File: config.mk
export PLATFORM = sky130hd
export DESIGN_NAME = pulse_saw_oscillator_with_lfo
export DESIGN_NICKNAME = d
export VERILOG_FILES = /design/src/hw/rtl/psaw_pkg.sv /design/src/hw/rtl/pulse_saw_oscillator_with_lfo.sv /design/src/hw/rtl/psaw_front.sv /design/src/hw/rtl/psaw_queue.sv /design/src/hw/rtl/psaw_back.sv
export SDC_FILE = /design/constraint.sdc
export NUM_CORES = 1
export LEC_CHECK = 0
export BUFFER_PORTS_ARGS = -buffer_cell sky130_fd_sc_hd__buf_4
export CAP_MARGIN = 5
export CORE_ASPECT_RATIO = 1.25
export CORE_UTILIZATION = 25
export CTS_CLUSTER_DIAMETER = 50
export DETAILED_ROUTE_END_ITERATION = 12
export MAX_ROUTING_LAYER = met4
export PLACE_DENSITY = 0.41
export SLEW_MARGIN = 25
export SYNTH_ARGS = -nofsm -noshare
export SYNTH_HDL_FRONTEND = slang
export SYNTH_HIERARCHICAL = 1
export SYNTH_SLANG_ARGS = --single-unit
File: constraint.sdc
create_clock -name clock -period 9.9 [get_ports clock]
set_clock_uncertainty 0.2 [all_clocks]
set_input_delay 1.98 -clock clock [delete_from_list [all_inputs] [get_ports clock]]
set_output_delay 1.98 -clock clock [all_outputs]
set_load 0.005 [all_outputs]
File: src/hw/rtl/psaw_pkg.sv
package psaw_pkg;

   localparam int FRAC_BITS = 16;
   localparam int PHASE_W   = FRAC_BITS;
   localparam int MODE_W    = 2;
   localparam int AMP_W     = 17;
   localparam int LFO_AMP_W = 24;
   localparam int AUDIO_W   = 18;
   localparam int LFO_W     = 25;
   localparam int PROD_W    = PHASE_W + AMP_W + 1;

   localparam int REQ_DATA_W = 8;
   localparam int RSP_DATA_W = 48;
   localparam int CSR_IDX_W  = 3;
   localparam int CSR_DATA_W = 24;

   localparam logic [MODE_W-1:0] MODE_PULSE = 2'd0;
   localparam logic [MODE_W-1:0] MODE_SAW   = 2'd1;

   localparam logic [CSR_IDX_W-1:0] REG_WAVE_MODE  = 3'd0;
   localparam logic [CSR_IDX_W-1:0] REG_PHASE_INC  = 3'd1;
   localparam logic [CSR_IDX_W-1:0] REG_DUTY       = 3'd2;
   localparam logic [CSR_IDX_W-1:0] REG_AMPLITUDE  = 3'd3;
   localparam logic [CSR_IDX_W-1:0] REG_LFO_AMP    = 3'd4;

   localparam logic [PHASE_W-1:0] DUTY_MIN =
      PHASE_W'((5 * (1 << FRAC_BITS) + 50) / 100);
   localparam logic [PHASE_W-1:0] DUTY_MAX =
      PHASE_W'((95 * (1 << FRAC_BITS) + 50) / 100);

   localparam logic [MODE_W-1:0]    RST_MODE    = MODE_PULSE;
   localparam logic [PHASE_W-1:0]   RST_INC     = 16'd1311;
   localparam logic [PHASE_W-1:0]   RST_DUTY    = 16'd32768;
   localparam logic [AMP_W-1:0]     RST_AMP     = 17'd65536;
   localparam logic [LFO_AMP_W-1:0] RST_LFO_AMP = 24'd1638400;

   localparam logic signed [PROD_W-1:0] ROUND_BIAS = PROD_W'(1 << (FRAC_BITS - 1));

   typedef struct packed {
      logic [MODE_W-1:0]    wave_mode;
      logic [PHASE_W-1:0]   phase_increment;
      logic [PHASE_W-1:0]   duty_cycle;
      logic [AMP_W-1:0]     amplitude;
      logic [LFO_AMP_W-1:0] lfo_amplitude;
   } psaw_cfg_type;

   // one queued tick, already classified by the front end
   typedef struct packed {
      logic               audio_on;
      logic               saw;
      logic               pulse_hi;
      logic [PHASE_W-1:0] phase;
      logic               lfo_on;
      logic               lfo_hi;
   } psaw_item_type;

endpackage

File: src/hw/rtl/pulse_saw_oscillator_with_lfo.sv
// Pulse / sawtooth phase-accumulator oscillator with a square LFO.
// req_ channel: one tick per transfer, req_tdata[0] steps the audio phase,
// req_tdata[1] steps the LFO phase. rsp_ channel: one result per tick,
// rsp_tdata[17:0] audio sample (signed Q1.16), rsp_tdata[42:18] LFO
// sample (signed Q8.16); a field whose phase was not stepped reads zero.
// csr_ channel: register writes (index, data), always ready; write only
// while no tick is in flight. Indexes beyond the register list are dropped.
// Throughput: one tick per cycle while the queue has room. The front end
// advances the phases and the tick is written into the queue when it is
// transferred; the back end pops it and does one 16x18 multiply into the
// output register.
// A queue of QUEUE_DEPTH entries sits between the two; when the receiver
// stalls, the output register holds and the queue fills, then req_tready
// falls until a result is taken.
// Reset (synchronous) clears both phases and the queue and restores the
// register defaults: pulse mode, increment 1311, duty 0.5, gain 1.0,
// LFO level 25.0.
module pulse_saw_oscillator_with_lfo
   import psaw_pkg::*;
#(
   parameter int QUEUE_DEPTH = 2
)
(
   input  logic                  clock,
   input  logic                  reset,
   input  logic                  req_tvalid,
   output logic                  req_tready,
   input  logic [REQ_DATA_W-1:0] req_tdata,  // step_audio, step_lfo, zero pad
   output logic                  rsp_tvalid,
   input  logic                  rsp_tready,
   output logic [RSP_DATA_W-1:0] rsp_tdata,  // audio_sample, lfo_sample, zero pad
   input  logic                  csr_valid,
   output logic                  csr_ready,
   input  logic [CSR_IDX_W-1:0]  csr_index,
   input  logic [CSR_DATA_W-1:0] csr_data
);

   psaw_cfg_type       cfg_ff;
   logic [PHASE_W-1:0] duty_raw, duty_clamped;
   psaw_item_type      push_item, pop_item;
   logic               push_valid, push_ready, pop_valid, pop_ready;

   assign csr_ready = 1'b1;
   assign duty_raw  = csr_data[PHASE_W-1:0];

   always_comb begin
      duty_clamped = duty_raw;
      if (duty_raw < DUTY_MIN) begin
         duty_clamped = DUTY_MIN;
      end else if (duty_raw > DUTY_MAX) begin
         duty_clamped = DUTY_MAX;
      end
   end

   always_ff @(posedge clock) begin
      if (reset) begin
         cfg_ff.wave_mode       <= RST_MODE;
         cfg_ff.phase_increment <= RST_INC;
         cfg_ff.duty_cycle      <= RST_DUTY;
         cfg_ff.amplitude       <= RST_AMP;
         cfg_ff.lfo_amplitude   <= RST_LFO_AMP;
      end else if (csr_valid && csr_ready) begin
         unique case (csr_index)
            REG_WAVE_MODE: cfg_ff.wave_mode       <= csr_data[MODE_W-1:0];
            REG_PHASE_INC: cfg_ff.phase_increment <= csr_data[PHASE_W-1:0];
            REG_DUTY:      cfg_ff.duty_cycle      <= duty_clamped;
            REG_AMPLITUDE: cfg_ff.amplitude       <= csr_data[AMP_W-1:0];
            REG_LFO_AMP:   cfg_ff.lfo_amplitude   <= csr_data[LFO_AMP_W-1:0];
            default: begin
            end
         endcase
      end
   end

   psaw_front u_front (
      .clock      (clock),
      .reset      (reset),
      .cfg        (cfg_ff),
      .req_tvalid (req_tvalid),
      .req_tready (req_tready),
      .req_tdata  (req_tdata),
      .push_valid (push_valid),
      .push_ready (push_ready),
      .push_item  (push_item)
   );

   psaw_queue #(
      .DEPTH (QUEUE_DEPTH)
   ) u_queue (
      .clock    (clock),
      .reset    (reset),
      .wr_valid (push_valid),
      .wr_ready (push_ready),
      .wr_item  (push_item),
      .rd_valid (pop_valid),
      .rd_ready (pop_ready),
      .rd_item  (pop_item)
   );

   psaw_back u_back (
      .clock      (clock),
      .reset      (reset),
      .cfg        (cfg_ff),
      .pop_valid  (pop_valid),
      .pop_ready  (pop_ready),
      .pop_item   (pop_item),
      .rsp_tvalid (rsp_tvalid),
      .rsp_tready (rsp_tready),
      .rsp_tdata  (rsp_tdata)
   );

`ifndef SYNTHESIS
   a_duty_range: assert property (@(posedge clock) disable iff (reset)
      cfg_ff.duty_cycle >= DUTY_MIN && cfg_ff.duty_cycle <= DUTY_MAX)
      else $error("duty cycle outside clamp range");
`endif

endmodule

File: src/hw/rtl/psaw_front.sv
module psaw_front
   import psaw_pkg::*;
(
   input  logic                  clock,
   input  logic                  reset,
   input  psaw_cfg_type          cfg,
   input  logic                  req_tvalid,
   output logic                  req_tready,
   input  logic [REQ_DATA_W-1:0] req_tdata,
   output logic                  push_valid,
   input  logic                  push_ready,
   output psaw_item_type         push_item
);

   logic [PHASE_W-1:0] audio_phase_ff, audio_phase_in;
   logic [PHASE_W-1:0] lfo_phase_ff, lfo_phase_in;
   logic [PHASE_W:0]   inc_plus_one;
   logic [PHASE_W-1:0] half_inc;
   logic               step_audio, step_lfo, audio_go, accept;

   assign step_audio = req_tdata[0];
   assign step_lfo   = req_tdata[1];
   assign req_tready = push_ready;
   assign push_valid = req_tvalid;
   assign accept     = req_tvalid && req_tready;

   assign audio_go     = step_audio &&
                         (cfg.wave_mode == MODE_PULSE || cfg.wave_mode == MODE_SAW);
   assign inc_plus_one = {1'b0, cfg.phase_increment} + {{PHASE_W{1'b0}}, 1'b1};
   assign half_inc     = inc_plus_one[PHASE_W:1];

   always_comb begin
      audio_phase_in = audio_phase_ff;
      lfo_phase_in   = lfo_phase_ff;
      if (audio_go) begin
         audio_phase_in = audio_phase_ff + cfg.phase_increment;
      end
      if (step_lfo) begin
         lfo_phase_in = lfo_phase_ff + half_inc;
      end
   end

   always_comb begin
      push_item.audio_on = audio_go;
      push_item.saw      = (cfg.wave_mode == MODE_SAW);
      push_item.pulse_hi = (audio_phase_in < cfg.duty_cycle);
      push_item.phase    = audio_phase_in;
      push_item.lfo_on   = step_lfo;
      push_item.lfo_hi   = ~lfo_phase_in[PHASE_W-1];
   end

   always_ff @(posedge clock) begin
      if (reset) begin
         audio_phase_ff <= '0;
         lfo_phase_ff   <= '0;
      end else if (accept) begin
         audio_phase_ff <= audio_phase_in;
         lfo_phase_ff   <= lfo_phase_in;
      end
   end

`ifndef SYNTHESIS
   a_audio_hold: assert property (@(posedge clock) disable iff (reset)
      accept && !audio_go |=> $stable(audio_phase_ff))
      else $error("audio phase moved without an audio step");
`endif

endmodule

File: src/hw/rtl/psaw_queue.sv
module psaw_queue
   import psaw_pkg::*;
#(
   parameter int DEPTH = 2
)
(
   input  logic          clock,
   input  logic          reset,
   input  logic          wr_valid,
   output logic          wr_ready,
   input  psaw_item_type wr_item,
   output logic          rd_valid,
   input  logic          rd_ready,
   output psaw_item_type rd_item
);

   localparam int PTR_W = (DEPTH > 1) ? $clog2(DEPTH) : 1;
   localparam int CNT_W = $clog2(DEPTH + 1);
   localparam logic [PTR_W-1:0] LAST_PTR = PTR_W'(DEPTH - 1);
   localparam logic [CNT_W-1:0] FULL_CNT = CNT_W'(DEPTH);

   psaw_item_type    mem_ff [DEPTH];
   logic [PTR_W-1:0] wr_ptr_ff, rd_ptr_ff;
   logic [CNT_W-1:0] count_ff, count_in;
   logic             wr_fire, rd_fire;

   assign wr_ready = (count_ff != FULL_CNT);
   assign rd_valid = (count_ff != '0);
   assign rd_item  = mem_ff[rd_ptr_ff];
   assign wr_fire  = wr_valid && wr_ready;
   assign rd_fire  = rd_valid && rd_ready;

   always_comb begin
      count_in = count_ff;
      if (wr_fire && !rd_fire) begin
         count_in = count_ff + CNT_W'(1);
      end else if (rd_fire && !wr_fire) begin
         count_in = count_ff - CNT_W'(1);
      end
   end

   always_ff @(posedge clock) begin
      if (wr_fire) begin
         mem_ff[wr_ptr_ff] <= wr_item;
      end
   end

   always_ff @(posedge clock) begin
      if (reset) begin
         wr_ptr_ff <= '0;
         rd_ptr_ff <= '0;
         count_ff  <= '0;
      end else begin
         count_ff <= count_in;
         if (wr_fire) begin
            wr_ptr_ff <= (wr_ptr_ff == LAST_PTR) ? '0 : wr_ptr_ff + PTR_W'(1);
         end
         if (rd_fire) begin
            rd_ptr_ff <= (rd_ptr_ff == LAST_PTR) ? '0 : rd_ptr_ff + PTR_W'(1);
         end
      end
   end

`ifndef SYNTHESIS
   a_count_bound: assert property (@(posedge clock) disable iff (reset)
      count_ff <= FULL_CNT)
      else $error("queue count beyond depth");
   a_full_hold: assert property (@(posedge clock) disable iff (reset)
      !wr_ready && !rd_ready |=> $stable(count_ff))
      else $error("full queue changed without a read");
`endif

endmodule

File: src/hw/rtl/psaw_back.sv
module psaw_back
   import psaw_pkg::*;
(
   input  logic                  clock,
   input  logic                  reset,
   input  psaw_cfg_type          cfg,
   input  logic                  pop_valid,
   output logic                  pop_ready,
   input  psaw_item_type         pop_item,
   output logic                  rsp_tvalid,
   input  logic                  rsp_tready,
   output logic [RSP_DATA_W-1:0] rsp_tdata
);

   logic                       rsp_valid_ff;
   logic [AUDIO_W-1:0]         audio_ff, audio_in;
   logic [LFO_W-1:0]           lfo_ff, lfo_in;
   logic                       pop_fire;
   logic signed [PHASE_W-1:0]  centred;
   logic signed [AUDIO_W-1:0]  amp_s;
   logic signed [PROD_W-1:0]   prod, rounded;
   logic [AUDIO_W-1:0]         saw_val;
   logic [LFO_W-1:0]           lfo_amp_s;

   assign pop_ready = !rsp_valid_ff || rsp_tready;
   assign pop_fire  = pop_valid && pop_ready;

   // phase - 0.5 is the phase with its top bit inverted
   assign centred = {~pop_item.phase[PHASE_W-1], pop_item.phase[PHASE_W-2:0]};
   assign amp_s   = {1'b0, cfg.amplitude};
   assign prod    = PROD_W'(centred) * PROD_W'(amp_s);
   assign rounded = prod + ROUND_BIAS;
   assign saw_val = {rounded[FRAC_BITS +: AUDIO_W-1], 1'b0};

   assign lfo_amp_s = {1'b0, cfg.lfo_amplitude};

   always_comb begin
      audio_in = '0;
      lfo_in   = '0;
      if (pop_item.audio_on) begin
         if (pop_item.saw) begin
            audio_in = saw_val;
         end else if (pop_item.pulse_hi) begin
            audio_in = amp_s;
         end else begin
            audio_in = -amp_s;
         end
      end
      if (pop_item.lfo_on) begin
         lfo_in = pop_item.lfo_hi ? lfo_amp_s : -lfo_amp_s;
      end
   end

   always_ff @(posedge clock) begin
      if (pop_fire) begin
         audio_ff <= audio_in;
         lfo_ff   <= lfo_in;
      end
   end

   always_ff @(posedge clock) begin
      if (reset) begin
         rsp_valid_ff <= 1'b0;
      end else if (pop_ready) begin
         rsp_valid_ff <= pop_valid;
      end
   end

   assign rsp_tvalid = rsp_valid_ff;
   assign rsp_tdata  = {{(RSP_DATA_W - AUDIO_W - LFO_W){1'b0}}, lfo_ff, audio_ff};

`ifndef SYNTHESIS
   a_audio_quiet: assert property (@(posedge clock) disable iff (reset)
      pop_fire && !pop_item.audio_on |=> rsp_tdata[AUDIO_W-1:0] == '0)
      else $error("audio sample not zero for a quiet tick");
   a_lfo_quiet: assert property (@(posedge clock) disable iff (reset)
      pop_fire && !pop_item.lfo_on |=> rsp_tdata[AUDIO_W +: LFO_W] == '0)
      else $error("lfo sample not zero for a quiet tick");
`endif

endmodule

==> results by group <==
Critical path
  • R2R Setup Slk: 2.13 ns
  • Crit Path Category: flip-flop to flip-flop
  • CP Depth: 20
  • Slowest stage delay, CP: 0.94 ns
  • WP data required: 9.93 ns
  • Worst setup path endpoint: u_back/audio_ff[9]
  • CP startpoint kind: flip-flop
  • Slowest-stage cell, CP: dfxtp_1
  • CP Capture Type: flip-flop
  • Crit path max-delay family: adder cells
  • Crit-path cells: mux2_2 -> and2_1 -> fa_1 -> inv_1 -> fa_1 -> fa_1 -> inv_1 -> fa_1 -> fa_1 -> inv_1 -> fa_1 -> inv_1 -> ha_1 -> a221oi_1 -> o21ai_0 -> a31oi_1 -> nand4_1 -> a31oi_2 -> xor2_1 -> a21oi_1
  • WP buf/inv: 4
  • Critical Path Fanout Max: 17
  • Worst Path Arrival: 7.81 ns
  • Crit path top cell by count: fa_1
  • Reg-to-Reg End: u_back/audio_ff[9]
  • FF-to-FF path depth: 20

Clock network
  • CTS buffer count: 17
  • H-tree Lvls: 4
  • Clk_lat worst skew: 0.49 ns
  • CTS tree: yes
  • Deepest clock path buffer count: 2
  • Post-cts sizing count: 0
  • Root Buffer: clkbuf_16
  • Worst-path clk slew: 0.09 ns
  • Postcts setup bufs: 0
  • CTS sink cnt: 198
  • Hold Buf Count CTS: 0

Synthesis
  • Sequential area share after synthesis: 24.4%
  • Post-synth EDFFs: 85
  • Synth cell types: 82
  • Post-Syn Area: 19,700 µm²
  • Ys async rst share: 0%
  • Avg Inst Size Synth: 8.97 µm²
  • Seq cells post-synth: 198
  • Warnings, synthesis: 6
  • Prevailing post-synth register cell: dfxtp_1
  • Synth Instances: 2,199

Flow run
  • Max_cap viols: 0

Timing
  • Final Max Slew Viols: 0
  • Post-Route Setup TNS: 0 ns
  • Final WS setup: 2.13 ns
  • Final setup viols: 0
  • Period Utilization, post-route: 78.5%
  • Slew HR: 30.4%
  • RSZ-0062 raised after global routing: false
  • Slew @ Worst Pin: 1.04 ns
  • Minimum clock period: 7.77 ns
  • Final Hold Vio Count: 0
  • Max Clk Rate: 0.129 GHz

Global route
  • First-pass GRT wire length: 89.6 mm
  • Gr ovfl total: 0
  • Initial antenna violation count: 1
  • Number of global-route vias before repair: 15,876
  • Gr usage total: 15.1%
  • Largest net degree at the start of global routing: 79

Floorplanning
  • Core area: 77,700 µm²
  • Rows: 114
  • Die height: 316 µm
  • Starting Density: 25.4%
  • Die area: 80,000 µm²
  • # IOs: 91
  • DIE WIDTH: 253 µm

Power and ir drop
  • Leakage: 9.51 nW
  • Max IR drop VDD: 0.193 mV
  • P per Cell Area: 214 nW/µm²
  • Total Power: 4.68 mW

Cells and area
  • Post-route non-filler standard cell count: 3,260
  • Antenna diode count: 0
  • Final #Nets: 2,618
  • Share of cells above drive strength 1: 8.84%
  • Area grow syn2layout: 11.0%

Placed design
  • GPL Wtd Cong: 0.838
  • IO Port Bufs: 78
  • Worst slack at placement: 2.05 ns
  • HPWL after DPL: 42.5 mm
  • Cells after DPL: 3,228

Routing
  • Remaining routing DRC violations: 0
  • Drt pass-1 iters: 6
  • Mean number of vias per cell: 4.61
  • Total wire length: 56.7 mm
  • Initial DRC count: 791
  • Routed wire length per instance: 17.4 µm
  • DRT antenna net count: 0
  • Via count: 15,018

Worst hold path
  • Worst min path class: flip-flop to flip-flop

Outcome
  • Status: finished clean
## where the power goes
part	leakage [nW]	internal [mW]	switching, mW
clock network	0.297	0.347	0.392
logic	7.48	1.05	1.78
registers	1.73	1.04	0.0736
total	9.51	2.43	2.24
## Yosys cell counts (23+ instances only)
cell        n  area share, %
o21ai_0    37           0.94
ha_1      166             11
xnor2_1    38            1.7
mux2_2     23            1.3
inv_1     290            5.5
fa_1      209             21
xor2_1     41            1.8
nand3_1    24           0.61
a21oi_1   126            3.2
dfxtp_1   113             11
edfxtp_1   85             13
nand2_1   339            6.5
clkbuf_1   86            1.6
a21o_1     24           0.91
and2_1    149            4.7
nor2_1    101            1.9
## kinds of logic (layout without fill, tap and decap cells)
family / Yosys count / after routing / synth area share, %
AND/OR/NAND/NOR: 765 / 765 / 18.9
buffers and inverters: 407 / 420 / 8.03
other: 2 / 6 / 0.0381
multiplexers: 33 / 33 / 1.82
AO/OA/AOI/OAI: 339 / 339 / 11.4
adder cells (fa/ha/maj): 375 / 375 / 31.8
XOR/XNOR: 80 / 80 / 3.62
flip-flops: 198 / 198 / 24.4
## cell type report
class / instances / area [µm²]
inverters: 293 / 1100
clock inverters: 15 / 195
fillers: 8323 / 55800
well taps: 1044 / 1310
clock buffers: 17 / 425
repair buffers: 95 / 713
flip-flops and latches: 198 / 4820
multi-input cells: 1598 / 13300
## worst min path at each step
stage | from | endpoint | slack [ns] | cells after the start
4_1_cts | cfg_ff[32] | cfg_ff[32] | 0.26 | 2
3_5_place_dp | cfg_ff[32] | cfg_ff[32] | 0.25 | 2
5_1_grt | cfg_ff[32] | cfg_ff[32] | 0.29 | 2
6_report | cfg_ff[32] | cfg_ff[32] | 0.26 | 2
3_3_place_gp | u_front/lfo_phase_ff[5] | u_front/lfo_phase_ff[5] | 0.25 | 2
2_1_floorplan | cfg_ff[28] | cfg_ff[28] | 0.24 | 2
## placed cells by master (no fill, tap or decap), drive strengths merged, types with 9 or more instances in the layout
cell type	n
nor2	101
ha	166
o211ai	13
a211oi	24
o21ai	57
nor3	24
a21o	24
mux2i	10
and2	149
nor2b	13
or2	9
or3	13
edfxtp	85
dfxtp	113
clkinv	9
nand2	339
o21a	11
xnor2	38
xor2	41
fa	209
nand4	21
mux2	23
nand3	24
inv	298
nor4	11
clkbuf	17
a31oi	16
nand3b	15
nand2b	11
buf	95
a21oi	129
and3	13
## per-stage QoR
step           hold slack (ns)  cell area (µm²)  utilization, %
3_5_place_dp             0.248            21300            27.4
2_1_floorplan            0.235            19700               -
3_3_place_gp             0.248            21300            27.4
6_report                 0.257            21900            28.2
5_1_grt                  0.286            21900            28.2
4_1_cts                  0.259            21900            28.2
## per-layer routing
metal / global-route usage [%] / routed length [µm] / vias up
met5: - / 0 / -
met4: 3.97 / 1050 / 0
met3: 2.00 / 1630 / 62
met2: 26.1 / 28300 / 234
met1: 18.4 / 25700 / 7515
li1: - / - / 7207
## sequential cells by signal (all words and copies together) (netlist names), named ones only
register                count
u_front/audio_phase_ff     16
cfg_ff                     75
u_front/lfo_phase_ff       16
u_queue/count_ff            2
u_back/rsp_tvalid           1
u_queue/mem_ff             42
u_back/audio_ff            18
u_queue/wr_ptr_ff           1
u_back/lfo_ff              25
u_queue/rd_ptr_ff           1
## worst reg2reg max path: cells and delay by family, from the launching register on
family                     cells  cell delay [ns]
DFF                            1             0.94
buffers and inverters          4             0.21
AOI/OAI and AO/OA              5             1.26
and+or+nand+nor                2             0.53
adders and majority gates      7             3.50
muxes                          1             0.63
xor gates and xnor gates       1             0.26
Power figures use the tool's default switching activity.
